<file path="src/hdl/sprite_run_code_emitter_unit_macros.svh">
// Assertion helpers for the sprite run code emitter.
// Each macro samples on clk and is disabled while rst is high.
`ifndef SPRITE_RUN_CODE_EMITTER_UNIT_MACROS_SVH
`define SPRITE_RUN_CODE_EMITTER_UNIT_MACROS_SVH

// Same-cycle implication
`define SRE_ASSERT_SAME(lbl, ante, cons, msg) \
  lbl: assert property (@(posedge clk) disable iff (rst) (ante) |-> (cons)) \
    else $error(msg);

// Next-cycle implication
`define SRE_ASSERT_NEXT(lbl, ante, cons, msg) \
  lbl: assert property (@(posedge clk) disable iff (rst) (ante) |=> (cons)) \
    else $error(msg);

`endif

</file>
<file path="src/hdl/sre_pkg.sv">
package sre_pkg;

  // Fixed field and port widths
  localparam int UPC_W       = 4;
  localparam int UCODE_DEPTH = 9;
  localparam int LW_W        = 10;
  localparam int PSC_W       = 2;
  localparam int CFG_IDX_W   = 2;
  localparam int CFG_DATA_W  = 10;

  // Request codes
  localparam logic [1:0] REQ_START  = 2'd0;
  localparam logic [1:0] REQ_PIXEL  = 2'd1;
  localparam logic [1:0] REQ_FINISH = 2'd2;

  // Configuration register indexes
  localparam logic [CFG_IDX_W-1:0] CFG_PIXEL_SIZE = 2'd0;
  localparam logic [CFG_IDX_W-1:0] CFG_LINE_WIDTH = 2'd1;

  // Size index codes
  localparam logic [1:0] SIZE_BYTE = 2'd0;
  localparam logic [1:0] SIZE_WORD = 2'd1;
  localparam logic [1:0] SIZE_LONG = 2'd2;

  // Reset values of the configuration registers
  localparam logic [PSC_W-1:0] PSC_RESET = 2'd1;
  localparam logic [LW_W-1:0]  LW_RESET  = 10'd512;

  // Instruction codes
  localparam logic [3:0] OP_ADD     = 4'd0;
  localparam logic [3:0] OP_LOAD_B  = 4'd1;
  localparam logic [3:0] OP_ZEXT_B  = 4'd4;
  localparam logic [3:0] OP_STORE_B = 4'd6;
  localparam logic [3:0] OP_SUB     = 4'd9;
  localparam logic [3:0] OP_RET     = 4'd10;
  localparam logic [3:0] OP_NOP     = 4'd11;

  // Register numbers
  localparam logic [3:0] REG_NONE   = 4'd0;
  localparam logic [3:0] REG_PIX    = 4'd0;
  localparam logic [3:0] REG_SRC    = 4'd4;
  localparam logic [3:0] REG_DST    = 4'd5;
  localparam logic [3:0] REG_STRIDE = 4'd6;

  // Pixel masks
  localparam logic [31:0] PIX_ALPHA    = 32'h0;
  localparam logic [31:0] MASK_BYTE    = 32'hFF;
  localparam logic [31:0] MASK_WORD    = 32'hFFFF;
  localparam logic [31:0] ZX_MASK_BYTE = 32'h80;
  localparam logic [31:0] ZX_MASK_WORD = 32'h8000;

  // Chunk limits of the run adds
  localparam int SRC_CHUNK = 127;
  localparam int DST_CHUNK = 128;
  localparam logic signed [7:0] A_SRC_MAX = 8'sh7F;
  localparam logic signed [7:0] A_DST_MAX = 8'sh80;
  localparam logic signed [7:0] A_ZERO    = 8'sh00;

  // Microcode addresses
  localparam logic [UPC_W-1:0] ADR_START     = 4'd0;
  localparam logic [UPC_W-1:0] ADR_FLUSH_SRC = 4'd1;
  localparam logic [UPC_W-1:0] ADR_FLUSH_DST = 4'd2;
  localparam logic [UPC_W-1:0] ADR_LOAD      = 4'd3;
  localparam logic [UPC_W-1:0] ADR_ZEXT      = 4'd4;
  localparam logic [UPC_W-1:0] ADR_STORE     = 4'd5;
  localparam logic [UPC_W-1:0] ADR_SUB       = 4'd6;
  localparam logic [UPC_W-1:0] ADR_RET       = 4'd7;
  localparam logic [UPC_W-1:0] ADR_NOP       = 4'd8;

  typedef enum logic [1:0] {
    ASEL_IMM,
    ASEL_SRC,
    ASEL_DST
  } asel_t;

  typedef enum logic [2:0] {
    COND_NEVER,
    COND_ALWAYS,
    COND_TRANSPARENT,
    COND_NO_ZEXT,
    COND_NO_EOL
  } cond_t;

  typedef struct packed {
    logic [3:0]        op;
    logic              sized;
    asel_t             asel;
    logic signed [7:0] imm_a;
    logic [3:0]        reg_b;
    cond_t             jmp_cond;
    logic [UPC_W-1:0]  jmp_target;
    cond_t             end_cond;
  } ucode_word_t;

  typedef struct packed {
    logic             go;
    logic [UPC_W-1:0] entry;
  } launch_t;

  typedef struct packed {
    logic transparent;
    logic no_zext;
    logic no_eol;
    logic chunk_last;
  } status_t;

  typedef struct packed {
    logic        fire;
    logic        end_hit;
    ucode_word_t word;
  } ctl_t;

  function automatic logic cond_true(cond_t c, status_t s);
    logic r;
    unique case (c)
      COND_NEVER:       r = 1'b0;
      COND_ALWAYS:      r = 1'b1;
      COND_TRANSPARENT: r = s.transparent;
      COND_NO_ZEXT:     r = s.no_zext;
      COND_NO_EOL:      r = s.no_eol;
      default:          r = 1'b0;
    endcase
    return r;
  endfunction

endpackage

</file>
<file path="src/hdl/sre_ucode_rom.sv">
module sre_ucode_rom
  import sre_pkg::*;
(
  input  logic [UPC_W-1:0] addr,
  output ucode_word_t      word
);

  // Control store: one word per step
  always_comb begin
    unique case (addr)
      // line stride setup, chunks of -128 into the stride register
      ADR_START: word = '{op: OP_ADD, sized: 1'b0, asel: ASEL_DST, imm_a: A_ZERO,
                          reg_b: REG_STRIDE, jmp_cond: COND_NEVER, jmp_target: ADR_START,
                          end_cond: COND_ALWAYS};
      // run flush, source side
      ADR_FLUSH_SRC: word = '{op: OP_ADD, sized: 1'b0, asel: ASEL_SRC, imm_a: A_ZERO,
                              reg_b: REG_SRC, jmp_cond: COND_NEVER,
                              jmp_target: ADR_FLUSH_SRC, end_cond: COND_NEVER};
      // run flush, destination side; transparent pixel goes to line end
      ADR_FLUSH_DST: word = '{op: OP_ADD, sized: 1'b0, asel: ASEL_DST, imm_a: A_ZERO,
                              reg_b: REG_DST, jmp_cond: COND_TRANSPARENT,
                              jmp_target: ADR_SUB, end_cond: COND_NEVER};
      ADR_LOAD: word = '{op: OP_LOAD_B, sized: 1'b1, asel: ASEL_IMM, imm_a: 8'sd4,
                         reg_b: REG_PIX, jmp_cond: COND_NO_ZEXT, jmp_target: ADR_STORE,
                         end_cond: COND_NEVER};
      ADR_ZEXT: word = '{op: OP_ZEXT_B, sized: 1'b1, asel: ASEL_IMM, imm_a: A_ZERO,
                         reg_b: REG_PIX, jmp_cond: COND_NEVER, jmp_target: ADR_ZEXT,
                         end_cond: COND_NEVER};
      ADR_STORE: word = '{op: OP_STORE_B, sized: 1'b1, asel: ASEL_IMM, imm_a: A_ZERO,
                          reg_b: REG_DST, jmp_cond: COND_NEVER, jmp_target: ADR_STORE,
                          end_cond: COND_NO_EOL};
      ADR_SUB: word = '{op: OP_SUB, sized: 1'b0, asel: ASEL_IMM, imm_a: 8'sd6,
                        reg_b: REG_DST, jmp_cond: COND_NEVER, jmp_target: ADR_SUB,
                        end_cond: COND_ALWAYS};
      ADR_RET: word = '{op: OP_RET, sized: 1'b0, asel: ASEL_IMM, imm_a: A_ZERO,
                        reg_b: REG_NONE, jmp_cond: COND_NEVER, jmp_target: ADR_RET,
                        end_cond: COND_NEVER};
      ADR_NOP: word = '{op: OP_NOP, sized: 1'b0, asel: ASEL_IMM, imm_a: A_ZERO,
                        reg_b: REG_NONE, jmp_cond: COND_NEVER, jmp_target: ADR_NOP,
                        end_cond: COND_ALWAYS};
      default: word = '{op: OP_NOP, sized: 1'b0, asel: ASEL_IMM, imm_a: A_ZERO,
                        reg_b: REG_NONE, jmp_cond: COND_NEVER, jmp_target: ADR_NOP,
                        end_cond: COND_ALWAYS};
    endcase
  end

endmodule

</file>
<file path="src/hdl/sre_sequencer.sv">
module sre_sequencer
  import sre_pkg::*;
(
  input  logic             clk,
  input  logic             rst,
  input  logic             in_fire,
  input  launch_t          launch,
  input  status_t          status,
  input  logic             out_free,
  output ctl_t             ctl,
  output logic             busy,
  output logic [UPC_W-1:0] upc
);

  ucode_word_t word;
  logic        step_done;
  logic        jump;

  sre_ucode_rom u_rom (
    .addr (upc),
    .word (word)
  );

  // Issue a step when the output register can take a result
  always_comb begin
    ctl.word    = word;
    ctl.fire    = busy && out_free;
    step_done   = ctl.fire && status.chunk_last;
    ctl.end_hit = step_done && cond_true(word.end_cond, status);
    jump        = cond_true(word.jmp_cond, status);
  end

  // Step counter: load entry on accept, stop at program end, hold inside a chunk loop, branch or advance
  always_ff @(posedge clk) begin
    if (rst) begin
      busy <= 1'b0;
      upc  <= ADR_START;
    end else if (in_fire && launch.go) begin
      busy <= 1'b1;
      upc  <= launch.entry;
    end else if (ctl.end_hit) begin
      busy <= 1'b0;
    end else if (step_done) begin
      upc <= jump ? word.jmp_target : upc + UPC_W'(1);
    end
  end

endmodule

</file>
<file path="src/hdl/sre_datapath.sv">
module sre_datapath
  import sre_pkg::*;
#(
  parameter int MAX_LINE_WIDTH = 512,
  parameter int COL_W          = 9,
  parameter int RUN_W          = 10,
  parameter int BYTES_W        = 12
) (
  input  logic                  clk,
  input  logic                  rst,
  input  logic                  cfg_we,
  input  logic [CFG_IDX_W-1:0]  cfg_index,
  input  logic [CFG_DATA_W-1:0] cfg_data,
  input  logic                  in_fire,
  input  logic [1:0]            req_type,
  input  logic [31:0]           pixel_value,
  input  ctl_t                  ctl,
  input  logic                  out_ready,
  output launch_t               launch,
  output status_t               status,
  output logic                  out_free,
  output logic                  out_valid,
  output logic [3:0]            op_kind,
  output logic signed [7:0]     operand_a,
  output logic [3:0]            operand_b,
  output logic                  last_of_run
);

  logic [PSC_W-1:0]  pixel_size_code;
  logic [LW_W-1:0]   line_width;
  logic [COL_W-1:0]  column_count;
  logic [RUN_W-1:0]  transparent_run;

  logic [1:0]        si;
  logic [1:0]        si_q;
  logic [LW_W-1:0]   w;
  logic [LW_W-1:0]   w_m1;
  logic [31:0]       used;
  logic              eol;
  logic              used_zero;
  logic              zx;
  logic              do_flush;
  logic [RUN_W-1:0]  run_inc;
  logic [RUN_W-1:0]  run_flush;
  logic [BYTES_W-1:0] start_bytes;
  logic [BYTES_W-1:0] flush_bytes;
  logic [BYTES_W-1:0] rem;
  logic [BYTES_W-1:0] rem_next;
  logic [BYTES_W-1:0] run_bytes;
  logic              transparent_q;
  logic              zx_q;
  logic              eol_q;
  logic              rem_gt_src;
  logic              rem_gt_dst;
  logic signed [7:0] a_val;

  // Decode the item against the current line state
  always_comb begin
    si = (pixel_size_code >= SIZE_LONG) ? SIZE_LONG : pixel_size_code;
    if (line_width == '0) begin
      w = LW_W'(1);
    end else if (line_width > LW_W'(MAX_LINE_WIDTH)) begin
      w = LW_W'(MAX_LINE_WIDTH);
    end else begin
      w = line_width;
    end
    w_m1 = w - LW_W'(1);
    eol  = LW_W'(column_count) >= w_m1;
    unique case (si)
      SIZE_BYTE: begin
        used = pixel_value & MASK_BYTE;
        zx   = (used & ZX_MASK_BYTE) != '0;
      end
      SIZE_WORD: begin
        used = pixel_value & MASK_WORD;
        zx   = (used & ZX_MASK_WORD) != '0;
      end
      default: begin
        used = pixel_value;
        zx   = 1'b0;
      end
    endcase
    used_zero   = used == PIX_ALPHA;
    run_inc     = transparent_run + RUN_W'(1);
    run_flush   = used_zero ? run_inc : transparent_run;
    do_flush    = used_zero ? eol : (transparent_run != '0);
    flush_bytes = BYTES_W'(run_flush) << si;
    start_bytes = BYTES_W'(w) << si;
  end

  // Pick the program entry
  always_comb begin
    launch.go    = 1'b0;
    launch.entry = ADR_START;
    unique case (req_type)
      REQ_START: begin
        launch.go    = 1'b1;
        launch.entry = ADR_START;
      end
      REQ_PIXEL: begin
        launch.go    = do_flush || !used_zero;
        launch.entry = do_flush ? ADR_FLUSH_SRC : ADR_LOAD;
      end
      REQ_FINISH: begin
        launch.go    = 1'b1;
        launch.entry = ADR_RET;
      end
      default: begin
        launch.go    = 1'b0;
        launch.entry = ADR_START;
      end
    endcase
  end

  // Chunk the pending byte count
  always_comb begin
    rem_gt_src = rem > BYTES_W'(SRC_CHUNK);
    rem_gt_dst = rem > BYTES_W'(DST_CHUNK);
    rem_next   = rem;
    unique case (ctl.word.asel)
      ASEL_SRC: begin
        a_val             = rem_gt_src ? A_SRC_MAX : signed'(rem[7:0]);
        status.chunk_last = !rem_gt_src;
        rem_next          = rem_gt_src ? rem - BYTES_W'(SRC_CHUNK) : run_bytes;
      end
      ASEL_DST: begin
        a_val             = rem_gt_dst ? A_DST_MAX : signed'(8'd0 - rem[7:0]);
        status.chunk_last = !rem_gt_dst;
        rem_next          = rem_gt_dst ? rem - BYTES_W'(DST_CHUNK) : rem;
      end
      default: begin
        a_val             = ctl.word.imm_a;
        status.chunk_last = 1'b1;
      end
    endcase
    status.transparent = transparent_q;
    status.no_zext     = !zx_q;
    status.no_eol      = !eol_q;
    out_free           = !out_valid || out_ready;
  end

  // Config, line state and output handshake
  always_ff @(posedge clk) begin
    if (rst) begin
      pixel_size_code <= PSC_RESET;
      line_width      <= LW_RESET;
      column_count    <= '0;
      transparent_run <= '0;
      out_valid       <= 1'b0;
    end else begin
      if (cfg_we) begin
        if (cfg_index == CFG_PIXEL_SIZE) begin
          pixel_size_code <= cfg_data[PSC_W-1:0];
        end else if (cfg_index == CFG_LINE_WIDTH) begin
          line_width <= cfg_data[LW_W-1:0];
        end
      end
      if (in_fire) begin
        unique case (req_type)
          REQ_PIXEL: begin
            column_count    <= eol ? '0 : column_count + COL_W'(1);
            transparent_run <= (used_zero && !eol) ? run_inc : '0;
          end
          REQ_START, REQ_FINISH: begin
            column_count    <= '0;
            transparent_run <= '0;
          end
          default: begin
            column_count    <= column_count;
          end
        endcase
      end
      if (ctl.fire) begin
        out_valid <= 1'b1;
      end else if (out_ready) begin
        out_valid <= 1'b0;
      end
    end
  end

  // Latch item flags and byte counts; load the result register
  always_ff @(posedge clk) begin
    if (in_fire) begin
      si_q          <= si;
      transparent_q <= used_zero;
      zx_q          <= zx;
      eol_q         <= eol;
      run_bytes     <= flush_bytes;
      rem           <= (req_type == REQ_START) ? start_bytes : flush_bytes;
    end else if (ctl.fire) begin
      rem <= rem_next;
    end
    if (ctl.fire) begin
      op_kind     <= ctl.word.sized ? ctl.word.op + {2'b00, si_q} : ctl.word.op;
      operand_a   <= a_val;
      operand_b   <= ctl.word.reg_b;
      last_of_run <= ctl.end_hit;
    end
  end

endmodule

</file>
<file path="src/hdl/sprite_run_code_emitter_unit.sv">
// Sprite run code emitter: pixel stream in, blit instruction stream out.
// An accepted item loads the microcode step counter; each step loads the result register.
// Throughput: one result per cycle while the result register is free; no new item is
//   accepted until the program of the last one has ended; an item with no result starts none.
// Reset: rst synchronous; clears line state and handshakes, size code two bytes,
//   line width 512.
`include "sprite_run_code_emitter_unit_macros.svh"

module sprite_run_code_emitter_unit
  import sre_pkg::*;
#(
  parameter int MAX_LINE_WIDTH = 512
) (
  input  logic                  clk,
  input  logic                  rst,
  input  logic                  cfg_valid,
  output logic                  cfg_ready,
  input  logic [CFG_IDX_W-1:0]  cfg_index,
  input  logic [CFG_DATA_W-1:0] cfg_data,
  input  logic                  in_valid,
  output logic                  in_ready,
  input  logic [1:0]            req_type,
  input  logic [31:0]           pixel_value,
  output logic                  out_valid,
  input  logic                  out_ready,
  output logic [3:0]            op_kind,
  output logic signed [7:0]     operand_a,
  output logic [3:0]            operand_b,
  output logic                  last_of_run
);

  localparam int COL_W     = (MAX_LINE_WIDTH > 1) ? $clog2(MAX_LINE_WIDTH) : 1;
  localparam int RUN_W     = $clog2(MAX_LINE_WIDTH + 1);
  localparam int BYTES_RAW = $clog2(MAX_LINE_WIDTH * 4 + 1);
  localparam int BYTES_W   = (BYTES_RAW > 8) ? BYTES_RAW : 8;

  launch_t          launch;
  status_t          status;
  ctl_t             ctl;
  logic             busy;
  logic [UPC_W-1:0] upc;
  logic             out_free;
  logic             in_fire;

  // Accept items only between programs
  assign cfg_ready = 1'b1;
  assign in_ready  = !busy;
  assign in_fire   = in_valid && in_ready;

  sre_sequencer u_seq (
    .clk      (clk),
    .rst      (rst),
    .in_fire  (in_fire),
    .launch   (launch),
    .status   (status),
    .out_free (out_free),
    .ctl      (ctl),
    .busy     (busy),
    .upc      (upc)
  );

  sre_datapath #(
    .MAX_LINE_WIDTH (MAX_LINE_WIDTH),
    .COL_W          (COL_W),
    .RUN_W          (RUN_W),
    .BYTES_W        (BYTES_W)
  ) u_dp (
    .clk         (clk),
    .rst         (rst),
    .cfg_we      (cfg_valid && cfg_ready),
    .cfg_index   (cfg_index),
    .cfg_data    (cfg_data),
    .in_fire     (in_fire),
    .req_type    (req_type),
    .pixel_value (pixel_value),
    .ctl         (ctl),
    .out_ready   (out_ready),
    .launch      (launch),
    .status      (status),
    .out_free    (out_free),
    .out_valid   (out_valid),
    .op_kind     (op_kind),
    .operand_a   (operand_a),
    .operand_b   (operand_b),
    .last_of_run (last_of_run)
  );

  `SRE_ASSERT_SAME(a_upc_range, busy, upc < UPC_W'(UCODE_DEPTH), "step counter out of range")
  `SRE_ASSERT_SAME(a_no_overwrite, ctl.fire, !out_valid || out_ready, "result overwritten")
  `SRE_ASSERT_NEXT(a_end_idle, ctl.fire && ctl.end_hit, !busy, "program end left busy")
  `SRE_ASSERT_NEXT(a_start_busy, in_fire && req_type == REQ_START, busy, "start did not launch")

endmodule

</file>
<file path="config.mk">
export PLATFORM = sky130hd
export DESIGN_NAME = sprite_run_code_emitter_unit
export DESIGN_NICKNAME = d
export VERILOG_FILES = /design/src/hdl/sre_pkg.sv /design/src/hdl/sre_ucode_rom.sv /design/src/hdl/sre_sequencer.sv /design/src/hdl/sre_datapath.sv /design/src/hdl/sprite_run_code_emitter_unit.sv
export VERILOG_INCLUDE_DIRS = /design/src /design/src/hdl
export SDC_FILE = /design/constraint.sdc
export NUM_CORES = 1
export LEC_CHECK = 0
export BUFFER_PORTS_ARGS = -buffer_cell sky130_fd_sc_hd__buf_2
export CAP_MARGIN = 20
export CORE_MARGIN = 10
export CORE_UTILIZATION = 54
export DETAILED_ROUTE_END_ITERATION = 10
export HOLD_SLACK_MARGIN = 0.1
export PLACE_DENSITY = 0.77
export SLEW_MARGIN = 30
export SYNTH_ARGS = -nofsm -noshare
export SYNTH_HDL_FRONTEND = slang
export SYNTH_HIERARCHICAL = 1
export SYNTH_SLANG_ARGS = --single-unit
</file>
<file path="constraint.sdc">
create_clock -name clk -period 4.18 [get_ports clk]
set_input_delay 0.836 -clock clk [delete_from_list [all_inputs] [get_ports clk]]
set_output_delay 0.836 -clock clk [all_outputs]
set_load 0.01 [all_outputs]
</file>
==> flow_metrics.py <==
metrics = {
    "synth": {
        "synth_cell_types": 83,
        "synth_edf_count": 46,
        "synth_top_area_share_pct": 21.4,
        "syn_area_um2": 6460,
        "synth_area_leaders": "edfxtp_1 (21%), dfxtp_1 (11%), ha_1 (6.2%)",
        "yosys_register_bits": 83,
        "ys_seq_area_share_pct": 32.9,
        "yosys.area.top_type": "edfxtp_1",
        "netlist_instances": 741,
        "synthArstFlopShare_pct": 0,
        "synth_ff_type": "edfxtp_1",
        "syn_avg_cell_area_um2": 8.71,
        "ys.warnings.count": 6,
    },
    "floorplanning": {
        "ioPinCount": 71,
        "die_w_um": 129,
        "core_um2": 11600,
        "row_count": 39,
        "die-area_um2": 16700,
        "start_util_pct": 55.8,
        "die_h_um": 129,
    },
    "clock_network": {
        "clock-sinks": 83,
        "hold_buffers": 0,
        "path_clk_slew_ns": 0.07,
        "cts_setup_buffers": 0,
        "clk_latency_ns": 0.35,
        "htree_num_levels": 3,
        "cts_tree": "yes",
        "clock_path_buffers": 2,
        "root_buffer": "clkbuf_16",
        "cts_buffers": 9,
        "cts_resized": 0,
    },
    "worst_setup_path": {
        "critPathLaunchType": "flop",
        "end_kind": "flop",
        "path_cells": "nor4_4 -> a31oi_1 -> nor2_1 -> inv_1 -> ha_1 -> mux2_2 -> a22oi_1 -> ha_1 -> a211oi_1 -> o21ai_0 -> a21oi_2 -> inv_1 -> o21ai_0 -> a21oi_1 -> nand2_4 -> o31a_2 -> a31oi_1 -> a221oi_1",
        "reg2reg_from": "u_dp/line_width[5]",
        "worst-endpoint-arrival_ns": 4.04,
        "cp_max_fo": 10,
        "critPathTopFamily": "compound AO/OA/AOI/OAI gates",
        "worstSetupStartpoint": "u_dp/line_width[5]",
        "required_ns": 4.44,
        "path_class": "flop to flop",
        "path_buf_inv": 2,
        "cpPeakStageDelay_ns": 0.41,
        "cpMaxStageDelayCell": "dfxtp_1",
    },
    "sta": {
        "relSlewSlack_pct": 49.2,
        "finalSetupTns_ns": 0,
        "final_hold_viol_count": 0,
        "setup_viol": 0,
        "rsz0062_at_grt": "no",
        "worst_slack_ns": 0.394,
        "maxSlewViolCount": 0,
        "timing.fmax_mhz": 264,
        "skew_ns": 0.00940,
        "period_minus_slack_ns": 3.79,
        "max_slew.worst_pin.slew_ns": 0.761,
        "timing.hold.ws_ns": 0.525,
        "min_period_over_period_pct": 90.6,
    },
    "detailed_routing": {
        "drt-pass1-iter-count": 6,
        "drt-total-wl_um": 16300,
        "ant_nets": 0,
        "first_iter_violations": 642,
        "via_per_inst": 6.15,
        "wl_per_cell_um": 17.6,
        "vias": 5704,
        "drc": 0,
    },
    "pwr": {
        "p_leak_nw": 2.94,
        "peakVddDrop_mv": 0.199,
        "powerDensity_nw_per_um2": 338,
    },
    "place": {
        "postPlaceCellArea_um2": 6810,
        "pre_cts_slack_ns": 0.113,
        "placed_cells": 912,
        "port_buffers": 69,
        "hpwl_um": 12200,
        "place_congestion": 0.883,
    },
    "layout": {
        "synthToLayoutAreaGrowth_pct": 10.7,
        "drive_above_1_share_pct": 18.3,
        "stdcell_count": 928,
        "finalInstanceArea_um2": 7150,
        "final_nets": 864,
        "antenna_cells": 0,
    },
    "worst_hold_path": {
        "min_from": "u_dp/column_count[0]",
        "min_path_type": "flop to flop",
    },
    "grt": {
        "grt_pass1_wl_um": 27100,
        "grt_overflow_total": 0,
        "grt_max_degree": 36,
        "grt_pass1_vias": 5560,
        "antenna_found_initial": 0,
        "grt_util_all_layers_pct": 19.8,
    },
    "run_status": {
        "status": "complete, no violations",
    },
    "flow_run": {
        "drv_cap": 0,
    },
}
[Yosys cell counts, types with 13 or more instances]
library cell,number
nor2_1,59
nor3_1,27
a21oi_1,35
clkbuf_1,34
o21ai_0,27
inv_1,48
nand2b_1,17
nand3_1,33
nand2_1,44
dfxtp_1,37
edfxtp_1,46
xnor2_1,17
mux2i_1,25
buf_4,13
a31oi_1,21
ha_1,32
[routing by layer]
| metal | vias up | global-route usage [%] | part of all wire [%] |
|---|---|---|---|
| met4 | 0 | 9.57 | 3.0 |
| met1 | 2671 | 23.7 | 42 |
| met5 | - | 0 | 0 |
| met3 | 37 | 4.24 | 7.5 |
| li1 | 2781 | - | - |
| met2 | 215 | 33.2 | 48 |
[final cells by class]
cell class	instances	area (µm²)
Multi-Input combinational cell	553	3880
Inverter	48	180
Fill cell	981	4410
Timing Repair Buffer	85	465
Sequential cell	83	2120
Clock buffer	11	243
Clock inverter	5	77.6
Tap cell	143	179
[final timing paths]
| path | endpoint | slack [ns] | cells after the start |
|---|---|---|---|
| min reg2reg | u_dp/column_count[0] | 0.53 | 2 |
| min | u_dp/column_count[0] | 0.53 | 2 |
| max | u_seq/upc[3] | 0.39 | 18 |
| max reg2reg | u_seq/upc[3] | 0.39 | 18 |
[power by group]
| part | leakage [nW] | switching, mW | internal (mW) | total, mW |
|---|---|---|---|---|
| Sequential | 0.750 | 0.0725 | 0.942 | 1.01 |
| Combinational | 2.04 | 0.319 | 0.219 | 0.537 |
| Clock | 0.157 | 0.329 | 0.538 | 0.867 |
| Total | 2.94 | 0.720 | 1.70 | 2.42 |
[through the flow]
step,util [%],total power [mW]
5_1_grt,61.8,2.54
3_3_place_gp,58.8,1.54
2_1_floorplan,-,1.41
3_5_place_dp,58.9,1.56
4_1_cts,61.7,2.43
6_report,61.8,2.42
[flip-flops by register name (all words and copies together), names as in the netlist]
name / count
u_dp/column_count: 9
u_dp/op_kind: 4
u_seq/upc: 4
u_dp/transparent_q: 1
u_dp/out_valid: 1
u_dp/transparent_run: 10
u_dp/eol_q: 1
u_dp/rem: 12
u_dp/zx_q: 1
u_dp/run_bytes: 12
u_dp/si_q: 2
u_dp/operand_b: 4
u_dp/last_of_run: 1
u_dp/pixel_size_code: 2
u_seq/busy: 1
u_dp/line_width: 10
u_dp/operand_a: 8
[cell families after synthesis]
family,after synthesis,synth area share (%)
DFF,83,32.9
and+or+nand+nor,272,24.3
buffers and inverters,113,7.91
adders and majority gates,33,6.51
other,3,0.174
xor gates and xnor gates,29,3.93
muxes,31,4.98
AOI/OAI and AO/OA,177,19.3
[cells in the final DEF (no fill, tap or decap), drive strengths merged, types with 6 or more instances in the layout]
master,synthesis,final
nand4,7,7
o221ai,6,6
o21ai,29,29
a21oi,38,38
or3,7,7
a211oi,12,12
and3,9,9
edfxtp,46,46
nand2,47,47
a21o,12,12
a31oi,21,21
mux2,6,6
nand2b,17,17
clkbuf,35,11
a211o,7,7
dfxtp,37,37
xor2,12,12
nor4,21,21
nor2,59,59
a2111oi,6,6
xnor2,17,17
nand3,33,33
ha,32,32
mux2i,25,25
buf,30,85
o211ai,7,7
conb,3,11
nor3,32,32
nor2b,8,8
nor3b,6,6
inv,48,48
[worst register-to-register path, delay by kind of cell (launching register included)]
kind                       cells  cell delay (ns)
buffers and inverters          2             0.16
muxes                          1             0.27
AOI/OAI and AO/OA             10             1.78
DFF                            1             0.41
adders and majority gates      2             0.47
and+or+nand+nor                3             0.60
Power figures use the tool's default switching activity.
